**src/hdl/bgs_pkg.sv**
```systemverilog
`timescale 1ns / 1ps

package bgs_pkg;

	localparam int MV_W        = 13;
	localparam int PCT_W       = 7;
	localparam int TIME_W      = 32;
	localparam int WEIGHT_W    = 16;
	localparam int HOLD_W      = 16;
	localparam int FRAC_BITS   = 16;
	localparam int WEIGHT_FRAC = 16;
	localparam int SV_W        = MV_W + FRAC_BITS;
	localparam int PROD_W      = SV_W + WEIGHT_W;
	localparam int CFG_IDX_W   = 2;
	localparam int CFG_DATA_W  = 16;
	localparam int LVL_N       = 9;

	// register indexes on the configuration port
	localparam logic [CFG_IDX_W-1:0] REG_WEIGHT    = 2'd0;
	localparam logic [CFG_IDX_W-1:0] REG_USB_LIMIT = 2'd1;
	localparam logic [CFG_IDX_W-1:0] REG_HOLD      = 2'd2;

	localparam logic [WEIGHT_W-1:0] WEIGHT_RST    = 16'd5243;
	localparam logic [MV_W-1:0]     USB_LIMIT_RST = 13'd4200;
	localparam logic [HOLD_W-1:0]   HOLD_RST      = 16'd2000;
	localparam logic [PCT_W-1:0]    PCT_RST       = 7'd100;
	localparam logic [PCT_W-1:0]    PCT_FLOOR     = 7'd5;

	// lipo discharge curve, highest level first
	localparam logic [MV_W-1:0] LVL_MV [LVL_N] = '{
		13'd4200, 13'd4100, 13'd4000, 13'd3900, 13'd3800,
		13'd3700, 13'd3600, 13'd3500, 13'd3400
	};
	localparam logic [PCT_W-1:0] LVL_PCT [LVL_N] = '{
		7'd100, 7'd90, 7'd80, 7'd70, 7'd60, 7'd50, 7'd30, 7'd20, 7'd10
	};

	typedef struct packed {
		logic [MV_W-1:0]   battery_mv;
		logic              charger_active;
		logic [TIME_W-1:0] now_ms;
	} sample_t;

	typedef struct packed {
		logic [PCT_W-1:0] shown_percent;
		logic             charging_shown;
		logic [MV_W-1:0]  smoothed_mv;
	} result_t;

	// first level reached from the top wins
	function automatic logic [PCT_W-1:0] lipo_percent(input logic [MV_W-1:0] mv);
		logic [PCT_W-1:0] pct;
		pct = PCT_FLOOR;
		for (int i = LVL_N - 1; i >= 0; i--) begin
			if (mv >= LVL_MV[i]) pct = LVL_PCT[i];
		end
		return pct;
	endfunction

endpackage

```
**src/hdl/battery_gauge_smoother.sv**
```systemverilog
`timescale 1ns / 1ps

// battery gauge: exponential voltage smoothing, charge detect, percent slew
// a result passes the stage 1, stage 2 and output registers after its sample transfer
// throughput: one sample per cycle while result_stall is low, set by the combinational average and slew updates
// reset: weight 5243, usb limit 4200 mv, hold 2000 ms, average unseeded,
// shown percent 100, not charging, disconnect time 0, pipeline empty
module battery_gauge_smoother (
	input  logic                                clk,
	input  logic                                arst_n,
	input  logic                                sample_valid,
	output logic                                sample_stall,
	input  bgs_pkg::sample_t                    sample,
	output logic                                result_valid,
	input  logic                                result_stall,
	output bgs_pkg::result_t                    result,
	input  logic                                cfg_we,
	input  logic [bgs_pkg::CFG_IDX_W-1:0]       cfg_index,
	input  logic [bgs_pkg::CFG_DATA_W-1:0]      cfg_data
);
	import bgs_pkg::*;

	// stage 2 carries what the percent slew needs
	typedef struct packed {
		logic [MV_W-1:0] mv;
		logic            charging;
		logic            hold;
	} gauge_t;

	// configuration registers
	logic [WEIGHT_W-1:0] weight_q;
	logic [MV_W-1:0]     usb_limit_q;
	logic [HOLD_W-1:0]   hold_q;

	// gauge state
	logic [SV_W-1:0]   sv_q;
	logic [PCT_W-1:0]  pct_q;
	logic              chg_q;
	logic [TIME_W-1:0] stamp_q;

	// pipeline
	sample_t samp_s1;
	logic    valid_s1;
	gauge_t  gauge_s2;
	logic    valid_s2;
	result_t result_q;
	logic    result_valid_q;

	logic out_load, adv_s2, adv_s1, take;

	// each stage moves on when the next one is empty or moving, so bubbles collapse
	assign out_load     = !result_valid_q || !result_stall;
	assign adv_s2       = valid_s2 && out_load;
	assign adv_s1       = valid_s1 && (!valid_s2 || adv_s2);
	assign sample_stall = valid_s1 && !adv_s1;
	assign take         = sample_valid && !sample_stall;

	assign result_valid = result_valid_q;
	assign result       = result_q;

	// ---- stage 1: charge detect, average update, hold window ----
	logic              chg_now;
	logic [SV_W-1:0]   target, sv_base, mag, step, sv_next;
	logic              up;
	logic [PROD_W-1:0] prod, prod_rnd;
	logic [TIME_W-1:0] stamp_next, elapsed;
	logic              hold_now;

	assign chg_now = samp_s1.charger_active || (samp_s1.battery_mv > usb_limit_q);
	assign target  = {samp_s1.battery_mv, {FRAC_BITS{1'b0}}};
	// a zero average means unseeded, so the sample seeds it
	assign sv_base = (sv_q == '0) ? target : sv_q;
	assign up      = target >= sv_base;
	assign mag     = up ? (target - sv_base) : (sv_base - target);
	assign prod    = PROD_W'(mag) * PROD_W'(weight_q);
	// downward steps round up in magnitude, giving a floor on the signed product
	assign prod_rnd = up ? prod : (prod + PROD_W'({WEIGHT_FRAC{1'b1}}));
	assign step     = prod_rnd[PROD_W-1:WEIGHT_FRAC];
	assign sv_next  = up ? (sv_base + step) : (sv_base - step);

	// charge just ended: stamp the time of this sample
	assign stamp_next = (chg_q && !chg_now) ? samp_s1.now_ms : stamp_q;
	assign elapsed    = samp_s1.now_ms - stamp_next;
	assign hold_now   = !chg_now && (elapsed[TIME_W-1:HOLD_W] == '0)
	                    && (elapsed[HOLD_W-1:0] < hold_q);

	// ---- stage 2: slew one step toward the table value unless in the hold window ----
	logic [PCT_W-1:0] pct_goal, pct_next;

	assign pct_goal = lipo_percent(gauge_s2.mv);

	always_comb begin
		pct_next = pct_q;
		if (!gauge_s2.hold) begin
			if (pct_goal > pct_q) pct_next = pct_q + PCT_W'(1);
			else if (pct_goal < pct_q) pct_next = pct_q - PCT_W'(1);
		end
	end

	// control and state
	always_ff @(posedge clk or negedge arst_n) begin
		if (!arst_n) begin
			weight_q       <= WEIGHT_RST;
			usb_limit_q    <= USB_LIMIT_RST;
			hold_q         <= HOLD_RST;
			sv_q           <= '0;
			pct_q          <= PCT_RST;
			chg_q          <= 1'b0;
			stamp_q        <= '0;
			valid_s1       <= 1'b0;
			valid_s2       <= 1'b0;
			result_valid_q <= 1'b0;
		end else begin
			if (cfg_we) begin
				case (cfg_index)
					REG_WEIGHT:    weight_q    <= cfg_data[WEIGHT_W-1:0];
					REG_USB_LIMIT: usb_limit_q <= cfg_data[MV_W-1:0];
					REG_HOLD:      hold_q      <= cfg_data[HOLD_W-1:0];
					default: ;
				endcase
			end
			// state moves exactly once per item, as it leaves its stage
			if (adv_s1) begin
				sv_q    <= sv_next;
				chg_q   <= chg_now;
				stamp_q <= stamp_next;
			end
			if (adv_s2) pct_q <= pct_next;

			if (take) valid_s1 <= 1'b1;
			else if (adv_s1) valid_s1 <= 1'b0;

			if (adv_s1) valid_s2 <= 1'b1;
			else if (adv_s2) valid_s2 <= 1'b0;

			if (adv_s2) result_valid_q <= 1'b1;
			else if (out_load) result_valid_q <= 1'b0;
		end
	end

	// payload registers
	always_ff @(posedge clk) begin
		if (take) samp_s1 <= sample;
		if (adv_s1) begin
			gauge_s2.mv       <= sv_next[SV_W-1:FRAC_BITS];
			gauge_s2.charging <= chg_now;
			gauge_s2.hold     <= hold_now;
		end
		if (adv_s2) begin
			result_q.shown_percent  <= pct_next;
			result_q.charging_shown <= gauge_s2.charging;
			result_q.smoothed_mv    <= gauge_s2.mv;
		end
	end

endmodule
```
**config.mk**
```make
export PLATFORM = sky130hd
export DESIGN_NAME = battery_gauge_smoother
export DESIGN_NICKNAME = d
export VERILOG_FILES = /design/src/hdl/bgs_pkg.sv /design/src/hdl/battery_gauge_smoother.sv
export SDC_FILE = /design/constraint.sdc
export NUM_CORES = 2
export LEC_CHECK = 0
export ABC_AREA = 1
export BUFFER_PORTS_ARGS = -buffer_cell sky130_fd_sc_hd__buf_2
export CAP_MARGIN = 20
export CORE_UTILIZATION = 66
export CTS_BUF_LIST = sky130_fd_sc_hd__clkbuf_8
export DETAILED_ROUTE_END_ITERATION = 8
export PLACE_DENSITY = 0.84
export SYNTH_ARGS = -nofsm -noshare
export SYNTH_HDL_FRONTEND = slang
export SYNTH_SLANG_ARGS = --single-unit
```
**constraint.sdc**
```tcl
create_clock -name clk -period 32.7 [get_ports clk]
set_input_delay 4.905 -clock clk [delete_from_list [all_inputs] [get_ports clk]]
set_output_delay 4.905 -clock clk [all_outputs]
set_load 0.005 [all_outputs]
```
==> out/metrics.cfg <==
[run_status]
outcome = complete, no violations

[routing]
drt_iter0_drc = 2589
wl_per_cell_um = 17.6
drc = 0
routed_wl_um = 83800
dr.pass1.iters = 8
ant_nets = 0
num_vias = 26857
vias_per_cell = 5.66

[setup_path]
crit_top_cell = nand2_1
crit_type = reg -> reg
critPathArrivalTime_ns = 14.39
required_ns = 32.97
end_kind = flop
max_stage_delay_ns = 0.82
critPathSlowestCell = dfrtp_1
cp-start-kind = flop
cp_max_fo = 48

[timing]
finClkSkew_ns = 0.0266
fmax_mhz = 70.8
worstMarginPinSlew_ns = 1.13
final_hold_viol_count = 0
hold_slack_ns = 0.441
min_period_ns = 14.12
period_share = 0.432
slew_headroom = 0.242
drv_slew = 0
rsz0062_at_grt = no
tns_ns = 0
setup_viol_count_final = 0

[synthesis]
ys_seq_elements = 199
synthTopCellsByArea = fa_1 25%, nand2_1 13%, inv_1 11%
synth_area_um2 = 30700
synth_nets = 4811
synth_edf_count = 82
async_flop_share = 0.588
synth_ff_type = dfrtp_1
synth_area_leader_cell = fa_1
avgSynthCellArea_um2 = 7.43
synth_warnings = 0
yosysUniqueCellTypes = 61
synthDominantCellAreaShare = 0.247
ys_seq_area_frac = 0.177
synth_cells = 4128

[clock_tree]
root_buffer = clkbuf_8
postCtsHoldBufs = 0
path_clk_slew_ns = 0.11
post_cts_buffers = 0
htreeDepth = 4
clock_latency_ns = 0.53
cts_tree = built
cts_buffer_depth = 2
cts_sinks = 199
cts_made_buffers = 17
post_cts_resized = 0

[hold_path]
min_path_type = reg -> reg

[grt]
grt_pass1_wl_um = 137000
grt_pass1_vias = 26920
overflow = 0
antenna_found_initial = 0
grt_max_degree = 72
grt_use_total = 0.371

[final_layout]
area_growth_pct = 4.15
drive_gt1_frac = 0.0646
antenna_cells = 0
layout_common_cells = 1064 x nand2_1, 877 x inv_1, 379 x fa_1
multi_input_area_um2 = 21400
ff_latch_area_um2 = 5420
n_fill_cell = 3652
final_common_cell = nand2_1
nets = 4817
utilization = 0.701

[floorplan]
fp.coreArea_um2 = 45600
dieArea_um2 = 47400
row_count = 78
fp.dieH_um = 218
start_util = 0.673
ioPinCount = 92
die_w_um = 218

[run]
timing.max_cap.violations = 0

[place]
io_buffers = 91
place_congestion = 1.02
post-dp-hpwl_um = 67900

==> area by class of cell <==
type                            instances  area share
Inverter                              898       0.106
Clock inverter                         12     0.00407
Multi-Input combinational cell       2908       0.670
Timing Repair Buffer                  110      0.0190
Tap cell                              600      0.0235
Clock buffer                           20     0.00861
Sequential cell                       199       0.169
==> cells in the mapped netlist (33+ instances only) <==
cell type     n
dfrtp_1      96
ha_1        235
nand2_1    1065
fa_1        379
edfxtp_1     82
nand2_2      33
clkbuf_1    107
nor2_1      363
xor2_1       86
o21ai_0     184
inv_1       878
nand3_1     121
nand4_1      54
a21oi_1     135
==> critical path, delay by kind of cell, from the launching register on <==
family / cells / cell delay [ns]
flip-flops: 1 / 0.82
XOR/XNOR: 1 / 0.16
AO/OA/AOI/OAI: 9 / 2.10
buffers and inverters: 12 / 1.69
AND/OR/NAND/NOR: 41 / 4.96
adder cells (fa/ha/maj): 10 / 4.06
==> per-stage QoR <==
stage | setup slack, ns | instance area (um^2) | instances
2_1_floorplan | 21.17 | 30700 | 4128
3_3_place_gp | 19.20 | 31500 | 4714
3_5_place_dp | 18.93 | 31500 | 4714
4_1_cts | 18.83 | 31900 | 4746
5_1_grt | 17.41 | 32000 | 4747
6_report | 18.58 | 32000 | 4747
==> worst paths after layout <==
path                                       start                           to  slack (ns)  cells after the start
max in group asynchronous                 arst_n  usb_limit_q[10]$_DFFE_PN0P_       26.93                      2
setup reg to reg             sv_q[0]$_DFFE_PN0P_       gauge_s2[14]$_DFFE_PP_       18.58                     73
hold / removal             gauge_s2[1]$_DFFE_PP_         result[13]$_DFFE_PP_        0.44                      0
min in group asynchronous                 arst_n         pct_q[3]$_DFFE_PN0P_        4.46                      1
setup / recovery             sv_q[0]$_DFFE_PN0P_       gauge_s2[14]$_DFFE_PP_       18.58                     73
hold reg to reg            gauge_s2[1]$_DFFE_PP_         result[13]$_DFFE_PP_        0.44                      0
==> cell families (layout without fill, tap and decap cells) <==
kind of cell,after synthesis,in the layout,share of synthesized area
flip-flops,199,199,0.177
AND/OR/NAND/NOR,1738,1738,0.236
multiplexers,24,24,0.00783
buffers and inverters,1021,1040,0.127
XOR/XNOR,119,119,0.0349
AO/OA/AOI/OAI,413,413,0.0748
adder cells (fa/ha/maj),614,614,0.343
==> per-layer routing <==
metal | vias up | share of wire | global-route usage
met1 | 12694 | 0.41 | 0.503
met5 | - | 0 | 0
met2 | 1286 | 0.46 | 0.594
met3 | 258 | 0.090 | 0.0597
li1 | 12619 | - | -
met4 | 0 | 0.042 | 0.150
==> flip-flops by register name (all words and copies together) (netlist names) <==
signal        flops
valid_s2          1
result           21
hold_q           16
chg_q             1
pct_q             7
usb_limit_q      13
result_valid      1
stamp_q          32
valid_s1          1
weight_q         16
sv_q             29
samp_s1          46
gauge_s2         15
Power is left out: the tool's default activity adds up to more than one toggle a clock period on the data nets, which glitch-free logic cannot reach.
